### src/hdl/sks_pkg.sv
// Package with shared types and constants of the sorted key set.
`timescale 1ns / 1ps
package sks_pkg;
   localparam int CAPACITY = 16;
   localparam int CNT_W = $clog2(CAPACITY + 1);
   localparam int SLOT_W = (CAPACITY > 1) ? $clog2(CAPACITY) : 1;
   localparam int FIFO_DEPTH = 2;
   localparam logic signed [31:0] RESERVED_KEY = 32'sh7FFF_FFFF;

   typedef enum logic [1:0] {
      FUNC_INSERT = 2'd0,
      FUNC_FIND   = 2'd1,
      FUNC_REMOVE = 2'd2,
      FUNC_NONE   = 2'd3
   } func_type;

   typedef enum logic [2:0] {
      ST_OK       = 3'd0,
      ST_DUP      = 3'd1,
      ST_NOTFOUND = 3'd2,
      ST_FULL     = 3'd3,
      ST_RESERVED = 3'd4
   } status_type;

   // States of the back end: waiting for a request, or carrying one out.
   typedef enum logic [0:0] { B_IDLE, B_EXEC } bstate_type;

   // Classified request passed from the front to the back.
   typedef struct packed {
      func_type           func;
      logic signed [31:0] key;
      logic               reserved;
   } cmd_type;
endpackage

### src/hdl/sks_if.sv
// Valid/ready channel interfaces for requests and responses.
`timescale 1ns / 1ps
interface sks_req_if;
   logic               valid;
   logic               ready;
   logic [1:0]         func;
   logic signed [31:0] key;
   modport source (output valid, func, key, input ready);
   modport sink (input valid, func, key, output ready);
endinterface

interface sks_rsp_if;
   logic       valid;
   logic       ready;
   logic [2:0] status;
   logic [4:0] entry_count;
   modport source (output valid, status, entry_count, input ready);
   modport sink (input valid, status, entry_count, output ready);
endinterface

### src/hdl/sorted_key_set.sv
// Requests enter a two-entry queue that accepts them while the back end works or stalls,
// until it is full. When idle, the back end takes the head and every cell compares it;
// the comparison is registered, and in the execute state the cells shift and the response
// is registered at rsp. A new request is taken only when idle and no response is stalled.
// Reset is synchronous and active high; it empties the set and the queue.
`timescale 1ns / 1ps
module sorted_key_set (
   input  logic       clock,
   input  logic       reset,
   sks_req_if.sink    req,
   sks_rsp_if.source  rsp
);
   import sks_pkg::*;

   cmd_type cmd;
   logic    cmd_valid;
   logic    cmd_take;

   // The front end classifies each request and queues it.
   sks_front u_front (
      .clock(clock), .reset(reset), .req(req),
      .cmd(cmd), .cmd_valid(cmd_valid), .cmd_take(cmd_take)
   );

   // The back end holds the keys in a row of sorted cells and answers.
   sks_back u_back (
      .clock(clock), .reset(reset), .cmd(cmd),
      .cmd_valid(cmd_valid), .cmd_take(cmd_take), .rsp(rsp)
   );
endmodule

### src/hdl/sks_front.sv
// Front end: accepts requests, classifies them and queues them for the back end.
`timescale 1ns / 1ps
module sks_front (
   input  logic                 clock,
   input  logic                 reset,
   sks_req_if.sink              req,
   output sks_pkg::cmd_type     cmd,
   output logic                 cmd_valid,
   input  logic                 cmd_take
);
   import sks_pkg::*;

   localparam int PTR_W = $clog2(FIFO_DEPTH);

   cmd_type           q_ff [FIFO_DEPTH];
   logic [PTR_W-1:0]  wr_ff, wr_in, rd_ff, rd_in;
   logic [PTR_W:0]    cnt_ff, cnt_in;
   logic              push;
   cmd_type           entry;

   assign req.ready = (cnt_ff != (PTR_W+1)'(FIFO_DEPTH));
   assign push      = req.valid && req.ready;
   assign cmd_valid = (cnt_ff != '0);
   assign cmd       = q_ff[rd_ff];

   always_comb begin
      entry.func     = func_type'(req.func);
      entry.key      = req.key;
      entry.reserved = (req.key == RESERVED_KEY);
      wr_in  = push ? wr_ff + 1'b1 : wr_ff;
      rd_in  = cmd_take ? rd_ff + 1'b1 : rd_ff;
      cnt_in = cnt_ff + (PTR_W+1)'(push) - (PTR_W+1)'(cmd_take);
   end

   always_ff @(posedge clock) begin
      if (reset) begin
         wr_ff  <= '0;
         rd_ff  <= '0;
         cnt_ff <= '0;
      end else begin
         wr_ff  <= wr_in;
         rd_ff  <= rd_in;
         cnt_ff <= cnt_in;
      end
      if (push) q_ff[wr_ff] <= entry;
   end
endmodule

### src/hdl/sks_back.sv
// Back end: row of compare-and-shift cells that holds the ordered keys.
`timescale 1ns / 1ps
module sks_back (
   input  logic                 clock,
   input  logic                 reset,
   input  sks_pkg::cmd_type     cmd,
   input  logic                 cmd_valid,
   output logic                 cmd_take,
   sks_rsp_if.source            rsp
);
   import sks_pkg::*;

   bstate_type         st_ff, st_in;
   logic signed [31:0] keys_ff [CAPACITY];
   logic signed [31:0] keys_in [CAPACITY];
   logic [CNT_W-1:0]   cnt_ff, cnt_in;
   cmd_type            cmd_ff, cmd_in;
   logic [CAPACITY-1:0] lt_ff, lt_in, eq_ff, eq_in;
   logic               ov_ff, ov_in;
   logic [2:0]         ost_ff, ost_in;
   logic [4:0]         ocnt_ff, ocnt_in;
   logic               present;
   logic               full;

   // Compare step: every cell compares its key with the request key.
   always_comb begin
      for (int i = 0; i < CAPACITY; i++) begin
         lt_in[i] = (CNT_W'(i) < cnt_ff) && (keys_ff[i] < cmd.key);
         eq_in[i] = (CNT_W'(i) < cnt_ff) && (keys_ff[i] == cmd.key);
      end
   end

   assign present = |eq_ff;
   assign full    = (cnt_ff >= CNT_W'(CAPACITY));
   assign cmd_take = (st_ff == B_IDLE) && cmd_valid && (!ov_ff || rsp.ready);
   assign rsp.valid       = ov_ff;
   assign rsp.status      = ost_ff;
   assign rsp.entry_count = ocnt_ff;

   // Execute step: each cell shifts or loads from its own and its neighbour's comparison bits.
   always_comb begin
      st_in   = st_ff;
      cmd_in  = cmd_ff;
      cnt_in  = cnt_ff;
      ost_in  = ost_ff;
      ocnt_in = ocnt_ff;
      ov_in   = ov_ff && !rsp.ready;
      for (int i = 0; i < CAPACITY; i++) keys_in[i] = keys_ff[i];
      unique case (st_ff)
         B_IDLE: begin
            if (cmd_take) begin
               cmd_in = cmd;
               st_in  = B_EXEC;
            end
         end
         B_EXEC: begin
            st_in  = B_IDLE;
            ov_in  = 1'b1;
            ost_in = ST_NOTFOUND;
            unique case (cmd_ff.func)
               FUNC_INSERT: begin
                  if (cmd_ff.reserved || present) ost_in = ST_DUP;
                  else if (full) ost_in = ST_FULL;
                  else begin
                     ost_in = ST_OK;
                     cnt_in = cnt_ff + CNT_W'(1);
                     for (int i = 0; i < CAPACITY; i++) begin
                        if (!lt_ff[i]) begin
                           if (i == 0 || lt_ff[(i == 0) ? 0 : i-1]) keys_in[i] = cmd_ff.key;
                           else keys_in[i] = keys_ff[(i == 0) ? 0 : i-1];
                        end
                     end
                  end
               end
               FUNC_FIND: ost_in = (cmd_ff.reserved || present) ? ST_OK : ST_NOTFOUND;
               FUNC_REMOVE: begin
                  if (cmd_ff.reserved) ost_in = ST_RESERVED;
                  else if (present) begin
                     ost_in = ST_OK;
                     cnt_in = cnt_ff - CNT_W'(1);
                     for (int i = 0; i < CAPACITY - 1; i++)
                        if (!lt_ff[i]) keys_in[i] = keys_ff[i+1];
                  end
               end
               FUNC_NONE: ost_in = ST_NOTFOUND;
               default: ost_in = ST_NOTFOUND;
            endcase
            ocnt_in = 5'(cnt_in);
         end
         default: st_in = B_IDLE;
      endcase
   end

   always_ff @(posedge clock) begin
      if (reset) begin
         st_ff  <= B_IDLE;
         cnt_ff <= '0;
         ov_ff  <= 1'b0;
      end else begin
         st_ff  <= st_in;
         cnt_ff <= cnt_in;
         ov_ff  <= ov_in;
      end
      cmd_ff  <= cmd_in;
      lt_ff   <= (st_ff == B_IDLE) ? lt_in : lt_ff;
      eq_ff   <= (st_ff == B_IDLE) ? eq_in : eq_ff;
      ost_ff  <= ost_in;
      ocnt_ff <= ocnt_in;
      for (int i = 0; i < CAPACITY; i++) keys_ff[i] <= keys_in[i];
   end
endmodule

### src/flat_wrapper.sv
// flat-port wrapper written by rule: the top's interface ports become plain ports
module sorted_key_set_flat import sks_pkg::*;
  (clock, reset, req_valid, req_func, req_key, req_ready, rsp_valid, rsp_status, rsp_entry_count, rsp_ready);
  sks_req_if req_i ();
  sks_rsp_if rsp_i ();
  input  logic clock;
  input  logic reset;
  input wire logic [$bits(req_i.valid)-1:0] req_valid;
  input wire logic [$bits(req_i.func)-1:0] req_func;
  input wire logic [$bits(req_i.key)-1:0] req_key;
  output wire logic [$bits(req_i.ready)-1:0] req_ready;
  output wire logic [$bits(rsp_i.valid)-1:0] rsp_valid;
  output wire logic [$bits(rsp_i.status)-1:0] rsp_status;
  output wire logic [$bits(rsp_i.entry_count)-1:0] rsp_entry_count;
  input wire logic [$bits(rsp_i.ready)-1:0] rsp_ready;
  assign req_i.valid = req_valid;
  assign req_i.func = req_func;
  assign req_i.key = req_key;
  assign req_ready = req_i.ready;
  assign rsp_valid = rsp_i.valid;
  assign rsp_status = rsp_i.status;
  assign rsp_entry_count = rsp_i.entry_count;
  assign rsp_i.ready = rsp_ready;
  sorted_key_set u_core (.clock(clock), .reset(reset), .req(req_i), .rsp(rsp_i));
endmodule
### config.mk
export PLATFORM = sky130hd
export DESIGN_NAME = sorted_key_set_flat
export DESIGN_NICKNAME = d
export VERILOG_FILES = /design/src/hdl/sks_pkg.sv /design/src/hdl/sks_if.sv /design/src/hdl/sorted_key_set.sv /design/src/hdl/sks_front.sv /design/src/hdl/sks_back.sv /design/src/flat_wrapper.sv
export SDC_FILE = /design/constraint.sdc
export NUM_CORES = 2
export LEC_CHECK = 0
export BUFFER_PORTS_ARGS = -buffer_cell sky130_fd_sc_hd__buf_2
export CORE_MARGIN = 5
export CORE_UTILIZATION = 55
export CTS_BUF_LIST = sky130_fd_sc_hd__clkbuf_16
export DETAILED_ROUTE_END_ITERATION = 6
export GPL_TIMING_DRIVEN = 1
export PLACE_DENSITY_LB_ADDON = 0.25
export SYNTH_ARGS = -nofsm -noshare
export SYNTH_HDL_FRONTEND = slang
export SYNTH_HIERARCHICAL = 1
export SYNTH_SLANG_ARGS = --single-unit
export TNS_END_PERCENT = 1
### constraint.sdc
create_clock -name clock -period 10.9 [get_ports clock]
set_clock_uncertainty 0.2 [all_clocks]
set_input_delay 3.27 -clock clock [delete_from_list [all_inputs] [get_ports clock]]
set_output_delay 3.27 -clock clock [all_outputs]
set_load 0.01 [all_outputs]
==> impl_results.md <==
- Status: finished, final reports clean
- Internal power: 6.52 mW
- Power Total: 11.1 mW
- # diodes: 0
- Hold crit path type: flop to flop
- Initial antenna violation count: 0
- Most frequent cells in the layout: edfxtp_1 (657), nand2_1 (638), ha_1 (517)
- Slowest-stage cell, CP: buf_4
- Top Layer Used: met4
- GRT Overall Usage: 25.8%
- CTS H-Tree Depth: 3
- Layout area overhead: 7.27%
- Wl on met1: 53.9 mm
- Switching Fraction: 41.5%
- Max incr delay on CP: 0.93 ns
- Seq pwr share: 34.7%
- Row count: 106
- Switching power: 4.63 mW
- Synth unique cells: 64
- Synthesized instance count: 3,977
- Peak VDD IR: 0.173 mV
- Num ports: 48
- EDFF count, synth: 657
- Place WS: 5.77 ns
- Synth Area in Adders: 14.0%
- Global-route wire length before repair: 186 mm
- CP Cell Sequence: ha_1 > nor4b_1 > or2_1 > or3_4 > buf_4 > buf_4 > nor4b_2 > buf_4
- Power Density: 224 nW/um^2
- Critical path data required time: 11.05 ns
- Final Hold Fails: 0
- CTS buffer count: 77
- DP HPWL: 86.9 mm
- Overall die height: 300 um
- Residual DRC count: 0
- Logic pwr share: 42.0%
- Critical Path End Type: flop
- Post-CTS Hold Fix Bufs: 0
- # setup viols final: 0
- Share of cells above drive strength 1: 17.6%
- Fill cells: 6,785
- WS Path Type: flop to flop
- Initial DRC Count: 2,899
- Power share of the clock group: 23.2%
- Post-Synth XOR/XNOR Area: 0.132%
- Netlist area before placement: 46,300 um^2
- CTS sink cnt: 669
- Maxcap violations: 0
- Tcrit/Tclk final: 45.0%
- CP max FO: 65
- Ys async rst share: 0%
- Post-CTS Resized: 0
- Slew Viols, Final: 0
- Die W: 300 um
- Post-Place Cells: 4,900
- Core area: 83,600 um^2
- Antenna-violating nets left: 0
- Slew @ Worst Pin: 1.17 ns
- Mux contribution to synthesized area: 11.5%
- GPL Wtd Cong: 0.899
- Critical Path Start Type: flop
- Largest net degree at the start of global routing: 206
- Wire length per cell: 23.8 um
- Initial Utilization: 55.4%
- Setup bufs post-CTS: 0
- Setup_tns: 0 ns
- Vias/cell: 6.46
- Met3 wire length: 6.05 mm
- Yosys reg bits: 669
- Slew HR: 21.7%
- Routed wl met2: 54.4 mm
- Final min period: 4.91 ns
- TritonCTS clock tree: done
- Main combinational cell family by area after synthesis: compound AO/OA/AOI/OAI gates
- CTS root buf: clkbuf_16
- Mapped Avg Cell Area: 11.6 um^2
- Main synth FF type: edfxtp_1
- Crit path top cell by count: buf_4
- Post-Synth Simple-Gate Area: 10.2%
- Vias in the first global route: 32,345
- Leak: 18.2 nW
- Total length of routed wires: 120 mm
- Die area: 90,100 um^2
- CTS clock-pin slew for the worst setup and hold paths: 0.06 ns
- Detailed-router iteration count before antenna repair: 6
- Skew-Pair Late Insertion Delay: 0.63 ns
- Final instance count without filler cells: 5,042
- IO buf count: 47
- Commonest non-fill, non-tap cell in the layout: edfxtp_1
- F_max: 0.204 GHz
- Synth warn: 6
- Layout Nets: 4,454
- Sequential-to-total area share from yosys stat: 43.1%
- Remaining Overflow, GRT: 0
- RSZ-0062 raised after global routing: false
- Final WS setup: 5.99 ns
- Post-Syn Nets: 4,532
- Clk buf depth: 3
- Via count: 32,568
- Crit path DAT: 5.06 ns
- Compound-cell area share of the yosys netlist: 17.5%
[state kept, by name (all words and copies together) (netlist names), named ones only]
signal and count:
u_core/u_back/cmd_ff 35, u_core/u_back/cnt_ff 5, u_core/u_back/eq_ff 16, u_core/u_back/keys_ff 512, u_core/u_back/lt_ff 16, u_core/u_back/rsp.entry_count 5
u_core/u_back/rsp.status 3, u_core/u_back/rsp.valid 1, u_core/u_back/st_ff 1, u_core/u_front/cnt_ff 2, u_core/u_front/q_ff 70, u_core/u_front/rd_ff 1
u_core/u_front/wr_ff 1
[kinds of logic after synthesis]
logic type,count (synthesis)
simple gates,1019
compound gates,900
flops,669
mux,525
fa+ha+maj,517
buf+inv,340
xor+xnor,7
[Yosys cell counts (all sizes together) (8+ instances only)]
library cell    n  area [um^2]
a31oi           9         56.3
o31ai         452         5390
nand2b         10         62.6
nand3          51          255
nor4           24          201
a221oi         29          254
inv            71          267
and4           33          289
a21o           34          255
a21oi         191          956
mux2i         452         4520
a221o           8         80.1
o211ai         24          180
dfxtp          12          240
nand4          92          576
nor2b          19          119
buf            55          554
a21boi          9         67.6
o31a            8         70.1
o21a           12         90.1
mux2           73          822
nor2           65          244
nand2         638         2390
o21ai          94          470
a211oi         14          105
or4            16          120
clkbuf        214          803
ha            517         6470
nor3           30          150
edfxtp        657        19700
[power by group through the flow]
stage	registers [mW]	clock network [mW]	logic (mW)
after floorplan	3.56	0	3.79
after global placement	3.88	0	4.49
after detailed placement	3.89	0	4.64
after CTS	3.85	2.64	4.66
after global routing	3.90	2.75	5.12
final	3.87	2.59	4.68
[routing by layer]
layer / up-vias / global-route usage (%)
met5: - / 0
met2: 1013 / 41.0
met1: 16014 / 35.9
li1: 15283 / -
met4: 0 / 11.5
met3: 258 / 2.69
[through the flow]
stage	hold WS (ns)	instance area, um^2	utilization [%]
6_report	0.322	49700	59.5
3_3_place_gp	0.306	47200	56.5
2_1_floorplan	0.281	46300	-
5_1_grt	0.341	49700	59.5
4_1_cts	0.325	49700	59.5
3_5_place_dp	0.306	47200	56.5
[critical path: cells and delay by family (launching register included)]
family	cells	cell delay, ns
buffers and inverters	3	2.01
AND/OR/NAND/NOR	4	1.20
flip-flops	1	0.88
adder cells (fa/ha/maj)	1	0.27
[cell type report]
type,instances,area (um^2),area share [%]
clock buffer,80,2000,4.03
clock inverter,62,483,0.972
inverter,71,267,0.536
multi-input combinational,2968,24800,50.0
sequential,669,20000,40.2
tap,1080,1350,2.72
timing repair buffer,112,786,1.58
[worst paths after layout]
path | slack, ns | startpoint | endpoint | cells after the start
hold reg to reg | 0.32 | u_core/u_front/rd_ff | flop | 2
setup / recovery | 5.99 | u_core/u_back/cnt_ff[4] | u_core/u_back/keys_ff[1][239] | 8
setup reg to reg | 5.99 | u_core/u_back/cnt_ff[4] | u_core/u_back/keys_ff[1][239] | 8
hold / removal | 0.32 | u_core/u_front/rd_ff | flop | 2
Note: power is estimated with default switching activity, not from simulation.
